--- src/rtl/tbss_pkg.sv ---
package tbss_pkg;

    localparam int unsigned DebounceWidth = 4;
    localparam int unsigned SpeedWidth    = 20;
    localparam int unsigned SetpointWidth = SpeedWidth + 1;
    localparam int unsigned RequestWidth  = 2;
    localparam int unsigned StepWidth     = 2;
    localparam int unsigned CfgIndexWidth = 2;

    // Motor request codes
    localparam logic [RequestWidth-1:0] REQ_NONE     = 2'd0;
    localparam logic [RequestWidth-1:0] REQ_STARTUP  = 2'd1;
    localparam logic [RequestWidth-1:0] REQ_SHUTDOWN = 2'd2;

    // Configuration register indexes
    localparam logic [CfgIndexWidth-1:0] CFG_DEBOUNCE   = 2'd0;
    localparam logic [CfgIndexWidth-1:0] CFG_SPEED_LOW  = 2'd1;
    localparam logic [CfgIndexWidth-1:0] CFG_SPEED_MID  = 2'd2;
    localparam logic [CfgIndexWidth-1:0] CFG_SPEED_HIGH = 2'd3;

    localparam logic [DebounceWidth-1:0] DEBOUNCE_RESET = 4'd4;

    // Speed step codes
    localparam logic [StepWidth-1:0] STEP_LOW  = 2'd0;
    localparam logic [StepWidth-1:0] STEP_MID  = 2'd1;
    localparam logic [StepWidth-1:0] STEP_HIGH = 2'd2;

    typedef struct packed {
        logic                     pressed;
        logic [DebounceWidth-1:0] count;
        logic                     fresh;
    } deb_status_t;

    typedef struct packed {
        logic [StepWidth-1:0]            step;
        logic signed [SetpointWidth-1:0] setpoint;
    } speed_status_t;

endpackage

--- src/rtl/tbss_debounce.sv ---
module tbss_debounce
(
    input  logic                               level,
    input  logic                               pressed,
    input  logic [tbss_pkg::DebounceWidth-1:0] count,
    input  logic [tbss_pkg::DebounceWidth-1:0] limit,
    output tbss_pkg::deb_status_t              status
);

    logic                               away;
    logic [tbss_pkg::DebounceWidth-1:0] count_inc;

    // Count ticks at the level opposite to the accepted state
    assign away      = pressed ? level : !level;
    assign count_inc = away ? (count + 1'b1) : '0;

    always_comb
    begin
        if (count_inc >= limit)
        begin
            status.pressed = !pressed;
            status.count   = '0;
            status.fresh   = !pressed;
        end
        else
        begin
            status.pressed = pressed;
            status.count   = count_inc;
            status.fresh   = 1'b0;
        end
    end

endmodule

--- src/rtl/tbss_speed.sv ---
module tbss_speed
(
    input  logic [tbss_pkg::StepWidth-1:0]  step,
    input  logic                            reverse,
    input  logic [tbss_pkg::SpeedWidth-1:0] speed_low,
    input  logic [tbss_pkg::SpeedWidth-1:0] speed_mid,
    input  logic [tbss_pkg::SpeedWidth-1:0] speed_high,
    output tbss_pkg::speed_status_t         status
);

    logic [tbss_pkg::SpeedWidth-1:0]           mag;
    logic signed [tbss_pkg::SetpointWidth-1:0] mag_ext;

    // Advance the step 0, 1, 2, 0 ...
    always_comb
    begin
        case (step)
            tbss_pkg::STEP_LOW:  status.step = tbss_pkg::STEP_MID;
            tbss_pkg::STEP_MID:  status.step = tbss_pkg::STEP_HIGH;
            default:             status.step = tbss_pkg::STEP_LOW;
        endcase
    end

    always_comb
    begin
        case (status.step)
            tbss_pkg::STEP_LOW: mag = speed_low;
            tbss_pkg::STEP_MID: mag = speed_mid;
            default:            mag = speed_high;
        endcase
    end

    assign mag_ext         = $signed({1'b0, mag});
    assign status.setpoint = reverse ? -mag_ext : mag_ext;

endmodule

--- src/rtl/two_button_speed_selector.sv ---
// Two-button speed selector. Each accepted input word is one tick carrying the
// raw active-low levels of buttons A and B and the motor running flag; each
// tick yields exactly one result word. Both buttons are debounced: a change of
// level is taken once it has held for debounce_ticks consecutive ticks (a
// value of 0 acts as 1). A fresh press of A with the motor stopped requests
// start-up, latches reverse direction from B's debounced state and resets the
// speed step; with the motor running it advances the step low, mid, high, low
// and issues the signed setpoint (negated when reverse is latched). A fresh
// press of B while running requests shutdown; when both land on one tick the
// setpoint is issued and the request reads shutdown. The setpoint is 0 on any
// tick that issues none. Rate: one tick per clock cycle while out_stall is low;
// a word is held in the input register until it advances, and its result is
// then loaded into the output register, which drives out_valid. The result
// is computed in a single pass through the debouncers and step logic.
// in_stall rises only while the output register holds a word that downstream
// stalls and the input register is full. Configuration is written through
// cfg_write / cfg_index / cfg_data and must be written only while no word is
// in flight.
module two_button_speed_selector
(
    input  logic                                  clk,
    input  logic                                  rst_n,

    input  logic                                  cfg_write,
    input  logic [tbss_pkg::CfgIndexWidth-1:0]    cfg_index,
    input  logic [tbss_pkg::SpeedWidth-1:0]       cfg_data,

    input  logic                                  in_valid,
    output logic                                  in_stall,
    input  logic                                  button_a_level,
    input  logic                                  button_b_level,
    input  logic                                  motor_running,

    output logic                                  out_valid,
    input  logic                                  out_stall,
    output logic [tbss_pkg::RequestWidth-1:0]     request,
    output logic                                  setpoint_write,
    output logic signed [tbss_pkg::SetpointWidth-1:0] setpoint,
    output logic                                  a_pressed_now,
    output logic                                  b_pressed_now
);

    // Configuration registers
    logic [tbss_pkg::DebounceWidth-1:0] debounce_ticks_reg;
    logic [tbss_pkg::SpeedWidth-1:0]    speed_low_reg;
    logic [tbss_pkg::SpeedWidth-1:0]    speed_mid_reg;
    logic [tbss_pkg::SpeedWidth-1:0]    speed_high_reg;

    // Input register
    logic in_valid_reg;
    logic lev_a_reg;
    logic lev_b_reg;
    logic running_reg;

    // Tick state
    logic                               a_pressed_reg;
    logic [tbss_pkg::DebounceWidth-1:0] a_count_reg;
    logic                               b_pressed_reg;
    logic [tbss_pkg::DebounceWidth-1:0] b_count_reg;
    logic                               reverse_reg;
    logic [tbss_pkg::StepWidth-1:0]     speed_index_reg;

    // Result register
    logic                                      out_valid_reg;
    logic [tbss_pkg::RequestWidth-1:0]         request_reg;
    logic                                      setpoint_write_reg;
    logic signed [tbss_pkg::SetpointWidth-1:0] setpoint_reg;

    // Next values
    logic                                      reverse_next;
    logic [tbss_pkg::StepWidth-1:0]            speed_index_next;
    logic [tbss_pkg::RequestWidth-1:0]         request_next;
    logic                                      setpoint_write_next;
    logic signed [tbss_pkg::SetpointWidth-1:0] setpoint_next;

    logic                               advance;
    logic                               load_in;
    logic [tbss_pkg::DebounceWidth-1:0] limit;
    tbss_pkg::deb_status_t              deb_a;
    tbss_pkg::deb_status_t              deb_b;
    tbss_pkg::speed_status_t            spd;

    // Move the held tick into the result register whenever that register is
    // free or being emptied this cycle.
    assign advance  = in_valid_reg && (!out_valid_reg || !out_stall);
    assign in_stall = in_valid_reg && !advance;
    assign load_in  = in_valid && !in_stall;

    // A limit of zero behaves as one
    assign limit = (debounce_ticks_reg == '0) ? {{(tbss_pkg::DebounceWidth-1){1'b0}}, 1'b1}
                                              : debounce_ticks_reg;

    tbss_debounce u_deb_a
    (
        .level   (lev_a_reg),
        .pressed (a_pressed_reg),
        .count   (a_count_reg),
        .limit   (limit),
        .status  (deb_a)
    );

    tbss_debounce u_deb_b
    (
        .level   (lev_b_reg),
        .pressed (b_pressed_reg),
        .count   (b_count_reg),
        .limit   (limit),
        .status  (deb_b)
    );

    tbss_speed u_speed
    (
        .step       (speed_index_reg),
        .reverse    (reverse_reg),
        .speed_low  (speed_low_reg),
        .speed_mid  (speed_mid_reg),
        .speed_high (speed_high_reg),
        .status     (spd)
    );

    // Handle A's fresh press first; B's debouncer sees the old B state, so
    // the direction latch takes B's state from before this tick.
    always_comb
    begin
        reverse_next        = reverse_reg;
        speed_index_next    = speed_index_reg;
        request_next        = tbss_pkg::REQ_NONE;
        setpoint_write_next = 1'b0;
        setpoint_next       = '0;
        if (deb_a.fresh)
        begin
            if (running_reg)
            begin
                speed_index_next    = spd.step;
                setpoint_write_next = 1'b1;
                setpoint_next       = spd.setpoint;
            end
            else
            begin
                reverse_next     = b_pressed_reg;
                speed_index_next = tbss_pkg::STEP_LOW;
                request_next     = tbss_pkg::REQ_STARTUP;
            end
        end
        if (deb_b.fresh && running_reg)
        begin
            request_next = tbss_pkg::REQ_SHUTDOWN;
        end
    end

    // Configuration writes
    always_ff @(posedge clk or negedge rst_n)
    begin
        if (!rst_n)
        begin
            debounce_ticks_reg <= tbss_pkg::DEBOUNCE_RESET;
            speed_low_reg      <= '0;
            speed_mid_reg      <= '0;
            speed_high_reg     <= '0;
        end
        else if (cfg_write)
        begin
            case (cfg_index)
                tbss_pkg::CFG_DEBOUNCE:
                    debounce_ticks_reg <= cfg_data[tbss_pkg::DebounceWidth-1:0];
                tbss_pkg::CFG_SPEED_LOW:  speed_low_reg  <= cfg_data;
                tbss_pkg::CFG_SPEED_MID:  speed_mid_reg  <= cfg_data;
                tbss_pkg::CFG_SPEED_HIGH: speed_high_reg <= cfg_data;
                default: ;
            endcase
        end
    end

    // Input register: hold the word until it advances
    always_ff @(posedge clk or negedge rst_n)
    begin
        if (!rst_n)
        begin
            in_valid_reg <= 1'b0;
        end
        else if (load_in)
        begin
            in_valid_reg <= 1'b1;
        end
        else if (advance)
        begin
            in_valid_reg <= 1'b0;
        end
    end

    always_ff @(posedge clk)
    begin
        if (load_in)
        begin
            lev_a_reg   <= button_a_level;
            lev_b_reg   <= button_b_level;
            running_reg <= motor_running;
        end
    end

    // Tick state and result valid
    always_ff @(posedge clk or negedge rst_n)
    begin
        if (!rst_n)
        begin
            a_pressed_reg   <= 1'b0;
            a_count_reg     <= '0;
            b_pressed_reg   <= 1'b0;
            b_count_reg     <= '0;
            reverse_reg     <= 1'b0;
            speed_index_reg <= tbss_pkg::STEP_LOW;
            out_valid_reg   <= 1'b0;
        end
        else
        begin
            if (advance)
            begin
                a_pressed_reg   <= deb_a.pressed;
                a_count_reg     <= deb_a.count;
                b_pressed_reg   <= deb_b.pressed;
                b_count_reg     <= deb_b.count;
                reverse_reg     <= reverse_next;
                speed_index_reg <= speed_index_next;
                out_valid_reg   <= 1'b1;
            end
            else if (!out_stall)
            begin
                out_valid_reg <= 1'b0;
            end
        end
    end

    always_ff @(posedge clk)
    begin
        if (advance)
        begin
            request_reg        <= request_next;
            setpoint_write_reg <= setpoint_write_next;
            setpoint_reg       <= setpoint_next;
        end
    end

    assign out_valid      = out_valid_reg;
    assign request        = request_reg;
    assign setpoint_write = setpoint_write_reg;
    assign setpoint       = setpoint_reg;
    assign a_pressed_now  = a_pressed_reg;
    assign b_pressed_now  = b_pressed_reg;

`ifndef ASSERT_OFF
    // The speed step never reaches the unused code
    a_step_range: assert property (@(posedge clk) disable iff (!rst_n)
        speed_index_reg != 2'd3)
        else $error("speed step out of range");

    // Tick state moves only when a word advances
    a_state_hold: assert property (@(posedge clk) disable iff (!rst_n)
        !advance |=> ($stable(speed_index_reg) && $stable(a_count_reg)
                      && $stable(b_count_reg) && $stable(reverse_reg)))
        else $error("tick state changed without a word advancing");

    // No setpoint value without a setpoint write
    a_setpoint_zero: assert property (@(posedge clk) disable iff (!rst_n)
        (out_valid_reg && !setpoint_write_reg) |-> (setpoint_reg == '0))
        else $error("setpoint non-zero without a write");

    // Start-up never coincides with a setpoint write
    a_start_no_write: assert property (@(posedge clk) disable iff (!rst_n)
        (out_valid_reg && request_reg == tbss_pkg::REQ_STARTUP) |-> !setpoint_write_reg)
        else $error("start-up issued with a setpoint");

    // Input stalls only while the output is held back
    a_stall_cause: assert property (@(posedge clk) disable iff (!rst_n)
        in_stall |-> (in_valid_reg && out_valid_reg && out_stall))
        else $error("input stalled without an output stall");
`endif

endmodule
--- config.mk ---
export PLATFORM = sky130hd
export DESIGN_NAME = two_button_speed_selector
export DESIGN_NICKNAME = d
export VERILOG_FILES = /design/src/rtl/tbss_pkg.sv /design/src/rtl/tbss_debounce.sv /design/src/rtl/tbss_speed.sv /design/src/rtl/two_button_speed_selector.sv
export SDC_FILE = /design/constraint.sdc
export NUM_CORES = 1
export LEC_CHECK = 0
export ABC_AREA = 1
export BUFFER_PORTS_ARGS = -buffer_cell sky130_fd_sc_hd__buf_2
export CORE_AREA = 5 5 138 140
export DETAILED_ROUTE_END_ITERATION = 8
export DIE_AREA = 0 0 143 145
export PLACE_DENSITY = 0.43
export SETUP_SLACK_MARGIN = 0.15
export SYNTH_ARGS = -nofsm -noshare
export SYNTH_HDL_FRONTEND = slang
export SYNTH_SLANG_ARGS = --single-unit
--- constraint.sdc ---
create_clock -name clk -period 5.9 [get_ports clk]
set_input_delay 0.59 -clock clk [delete_from_list [all_inputs] [get_ports clk]]
set_output_delay 0.59 -clock clk [all_outputs]
set_load 0.02 [all_outputs]
### Yosys cells after proc, flatten, opt, wreduce, memory -nomap -nowiden

Cells that the tools add are included.

* mux-type cells: 18
* bitwise logic cells: 2
* multipliers: 0
* order comparisons: 2
* div/mod/pow operators: 0
* reduce and logical (&&, ||, !) cells: 29
* eq/ne operators: 6
* shift operators: 0
* add/sub/neg operators: 3

Operators with widths (count)
* case mux 20 bit (2 select lines): 1
* negator 20 -> 21 bit: 1
* two-way mux 20 bit: 1
* AND reduction 2 bit: 8
* two-way mux 4 bit: 3
* two-way mux 5 bit: 2
* adder 4 x 1 -> 4 bit (second input constant): 2
* >= comparator 4 bit: 2
* logical NOT 1 bit: 8
* two-way mux 1 bit: 8
* equality test 2 x 1 -> 1 bit (second input constant): 3
* logical NOT 2 bit: 3
* AND reduction 3 bit: 2
* equality test 2 bit (second input constant): 2
* logical AND 1 bit: 4
* logical NOT 4 bit: 1
* two-way mux 2 bit: 2
* case mux 2 bit (2 select lines): 1
* inequality test 2 x 1 -> 1 bit (second input constant): 1
* NOT 1 bit: 2
* nonzero test 2 bit: 1
* OR reduction 2 bit: 1
* logical OR 1 bit: 1

* latch bits: 0
* RAM bits: 0
* output and inout port bits: 28
* bits in registers: 106
* bits of input ports: 30
* memories kept: 0
* ROM bits: 0

### Depth between registers and ports, before layout

* depth in word-level cells: 8
* gate-level depth with buffers: 13
* mapped depth without buffers: 13

### Cells and area by module

A second synthesis with hierarchy kept.

* cells, all modules: 730
* area total of the unflattened synthesis: 5705.5 µm²

By module, submodules not included
* two_button_speed_selector: instances 1, cells an instance 383, sequential area each 2788.9 µm², area an instance 4055.1 µm²
* tbss_speed: instances 1, cells an instance 263, sequential area each 0.0 µm², area an instance 1172.4 µm²
* tbss_debounce: instances 2, cells an instance 42, sequential area each 0.0 µm², area an instance 239.0 µm²

### Least setup slack after synthesis

Ideal clock, no wire load.

* kind: flip-flop to flip-flop
* from: register a_pressed_reg (netlist: a_pressed_now)
* to: register setpoint_reg (netlist bit setpoint[10]) (data pin)
* setup time: 255 ps
* path buffers: 1
* arrival: 2112 ps
* stages on the path, launching flop included: 13
* required time: 5645 ps
* slack: 3534 ps
* path through: dfrtp_1 xor2_1 nor2_1 ha_1 inv_1 nor2_1 o211ai_1 nand3_1 nand3_1 inv_1 buf_2 nand2_1 nor2_1

* word-level cells in the longest chain between the ends: 5
* elaborated cells between the ends (all ways): 6
* classes of those cells: order compare: 1; mux: 3; reduce/logical: 2

RTL lines
* start: declaration: line two_button_speed_selector.sv:56 `logic a_pressed_reg;`
* start signal: assignment: line two_button_speed_selector.sv:218 `a_pressed_reg <= deb_a.pressed;`
* two-way mux 1 bit: line tbss_debounce.sv:14 `assign away = pressed ? level : !level;`
* two-way mux 4 bit: line tbss_debounce.sv:15 `assign count_inc = away ? (count + 1'b1) : '0;`
* >= comparator 4 bit: line tbss_debounce.sv:19 `if (count_inc >= limit)`
* two-way mux 5 bit (*): line tbss_debounce.sv:19
* AND reduction 2 bit (no source line) (*)
* end signal: assignment: line two_button_speed_selector.sv:239 `setpoint_reg <= setpoint_next;`
* end: declaration: line two_button_speed_selector.sv:67 `logic signed [tbss_pkg::SetpointWidth-1:0] setpoint_reg;`

Mark *: on every way between the ends. The rest lies on a longest branch, timed or not.
A chain may end at the register's enable or synchronous reset.

### Worst setup path in the final report

* from: register speed_index_reg[1] (netlist name)
* to: register setpoint_reg (netlist bit setpoint[14]) (data pin)

* word-level cells in the longest chain between the ends: 6
* elaborated cells between the ends (all ways): 8
* classes of those cells: add/sub: 1; eq/ne: 2; mux: 3; reduce/logical: 2

RTL lines
* start: declaration: line two_button_speed_selector.sv:61 `logic [tbss_pkg::StepWidth-1:0] speed_index_reg;`
* start signal: assignment: line two_button_speed_selector.sv:211 `speed_index_reg <= tbss_pkg::STEP_LOW;`
* start signal: assignment: line two_button_speed_selector.sv:223 `speed_index_reg <= speed_index_next;`
* equality test 2 x 1 -> 1 bit / logical NOT 2 bit (equally long branches): line tbss_speed.sv:17 `case (step)`
* case mux 2 bit (2 select lines) (*): line tbss_speed.sv:17
* equality test 2 x 1 -> 1 bit / logical NOT 2 bit (equally long branches): line tbss_speed.sv:26 `case (status.step)`
* case mux 20 bit (2 select lines) (*): line tbss_speed.sv:26
* negator 20 -> 21 bit: line tbss_speed.sv:34 `assign status.setpoint = reverse ? -mag_ext : mag_ext;`
* two-way mux 20 bit (*): line tbss_speed.sv:34

Marked as above.

==> flow_metrics.tcl <==
set metrics [dict create \
    dp_hpwl_um 8740 \
    whs_ns 0.409 \
    layout-drive-gt1-share 0.151 \
    dieArea_um2 20700 \
    ys_ff_latch 106 \
    regArea_um2 2790 \
    largest_reg_flops 21 \
    maxSlewViolCount 0 \
    cts-buffers-inserted 9 \
    cts_buffer_depth 2 \
    ios 58 \
    worstPathMaxFanout 23 \
    powerDensity_nw_per_um2 417 \
    grt_usage 0.126 \
    power.net_switching_uw 953 \
    skew_ns 0.0121 \
    startpoint "speed_index_reg[1]$_DFFE_PN0P_" \
    grt_overflow 0 \
    grt_max_degree 80 \
    swShare 0.383 \
    p_comb_frac 0.337 \
    worst-setup-path-type "reg -> reg" \
    synth_edf_count 27 \
    clock_latency_ns 0.35 \
    fmaxAchievable_ghz 0.332 \
    area_growth_pct 15.4 \
    clock-sinks 106 \
    timing.rr.start "speed_index_reg[1]$_DFFE_PN0P_" \
    hold_viol 0 \
    end_kind "register" \
    rsz0062_at_grt "false" \
    min_from "button_a_level" \
    period_minus_slack_ns 3.01 \
    ys_async_sr_fraction 0.745 \
    placed_cells 878 \
    clk_pin_slew_ns 0.07 \
    fin_ws_ns 2.89 \
    fin_area_um2 5970 \
    finalSetupViolCount 0 \
    drc 0 \
    cp-start-kind "register" \
    p_leak_nw 2.81 \
    netlist_area_um2 5170 \
    tns_ns 0 \
    post_synth.cell_area_avg_um2 8.46 \
    core_um2 17700 \
    hold_buffers 0 \
    p_int_mw 1.54 \
    clock-root-buffer "clkbuf_16" \
    cp_data_required_time_ns 6.01 \
    peakVddDrop_mv 0.183 \
    tightest_slew_ns 1.03 \
    wire_per_inst_um 14.0 \
    die_height_um 145 \
    start_util 0.292 \
    n_antenna_cell 0 \
    gp_congestion 0.779 \
    htreeDepth 3 \
    max-cap-violations 0 \
    fill_cells 1844 \
    drtIter0Drc 276 \
    final_nets 701 \
    vias 4084 \
    antenna_found_initial 0 \
    synthCells 612 \
    fp-row-count 49 \
    p_seq_frac 0.410 \
    viasPerCell 4.57 \
    ys_types 32 \
    hp-class "in -> reg" \
    place_ws_ns 2.86 \
    ys_dominant_reg_cell "dfrtp_1" \
    synthesis.nets 653 \
    multi_input_area_um2 2050 \
    drt_first_pass_iters 4 \
    cts_resized 0 \
    final_core_util 0.337 \
    grt_pass1_vias 3965 \
    wl_um 12500 \
    crit_arrival_ns 3.12 \
    relSlewSlack 0.312 \
    placed_cell_area_um2 5660 \
    outcome "complete, no violations" \
    synth_warnings 0 \
    cts_tree "done" \
    yosysSeqAreaShare 0.539 \
    post_cts_buffers 0 \
    fin_cells 893 \
    grt_first_pass_wirelength_um 20900 \
    fp.dieW_um 143 \
    io_buffers 57 \
    antenna_left 0 \
    p_total_mw 2.49 \
    clock_power_share 0.253 \
    final.period_utilization 0.510 \
]
[cells in the final DEF (no fill, tap or decap), types with 2 or more instances in the layout]
master     instances
nand2_1          169
o21ai_0           83
dfrtp_1           78
nand3_1           57
buf_2             56
inv_1             52
nor2_1            49
edfxtp_1          27
a21oi_1           21
ha_1              11
clkbuf_16         10
nand3_2            9
xor2_1             5
buf_4              5
inv_2              4
nor2_2             4
nand4_1            3
xnor2_1            2
o211ai_1           2
nor2_4             2
clkinv_2           2
[cells in the mapped netlist (all sizes together) (2+ instances only)]
master | n | area share
o21ai | 83 | 0.080
dfrtp | 78 | 0.38
edfxtp | 27 | 0.16
clkbuf | 14 | 0.010
buf | 10 | 0.013
nand3 | 66 | 0.073
ha | 11 | 0.027
or2 | 2 | 0.0024
a21oi | 21 | 0.020
xor2 | 5 | 0.0085
xnor2 | 2 | 0.0034
o211ai | 2 | 0.0029
nand2 | 170 | 0.12
inv | 56 | 0.041
nor2 | 55 | 0.044
nand4 | 3 | 0.0036
[power groups by stage]
| stage | Clock (mW) | Combinational (mW) | Sequential, mW |
|---|---|---|---|
| 6_report | 0.629 | 0.839 | 1.02 |
| 5_1_grt | 0.685 | 0.966 | 1.04 |
| 4_1_cts | 0.657 | 0.848 | 1.02 |
| 3_5_place_dp | 0 | 0.845 | 1.04 |
| 3_3_place_gp | 0 | 0.834 | 1.03 |
| 2_1_floorplan | 0 | 0.630 | 1.02 |
[final cells by class]
cell class | instances | area share
well taps | 229 | 0.0480
inverters | 57 | 0.0358
flip-flops and latches | 106 | 0.467
multi-input cells | 425 | 0.344
repair buffers | 61 | 0.0532
clock inverters | 4 | 0.00817
clock buffers | 11 | 0.0442
[cell families after synthesis]
| group | count (synthesis) | synth area share |
|---|---|---|
| AO/OA/AOI/OAI | 108 | 0.106 |
| XOR/XNOR | 7 | 0.0118 |
| adder cells (fa/ha/maj) | 11 | 0.0266 |
| buffers and inverters | 81 | 0.0646 |
| flip-flops | 106 | 0.539 |
| AND/OR/NAND/NOR | 299 | 0.252 |
[critical path: stages (launching register included)]
cell     delay (ns)
dfrtp_1        0.70
nor2_2         0.86
nand2_1        0.15
nand3_2        0.15
ha_1           0.21
nand3_2        0.12
nor2_4         0.19
nand2_1        0.11
nand2_1        0.09
nand3_1        0.08
nand2_1        0.06
nor2_1         0.04
[worst paths after layout]
check	endpoint	slack, ns	depth (start not counted)
min in group asynchronous	speed_mid_reg[6]$_DFFE_PN0P_	0.44	1
max in group asynchronous	speed_high_reg[10]$_DFFE_PN0P_	4.83	1
setup / recovery	setpoint[14]$_SDFFCE_PN0P_	2.89	11
setup reg to reg	setpoint[14]$_SDFFCE_PN0P_	2.89	11
hold reg to reg	speed_high_reg[19]$_DFFE_PN0P_	0.49	2
hold / removal	lev_a_reg$_DFFE_PP_	0.41	1
[metal layers]
layer	wire length [um]	vias up	global-route usage	part of all wire
met3	518	14	0.0207	0.041
met5	0	-	0	0
met1	6280	1898	0.184	0.50
met2	5490	80	0.186	0.44
li1	-	2092	-	-
met4	227	0	0.0499	0.018
Note: power is estimated with default switching activity, not from simulation.
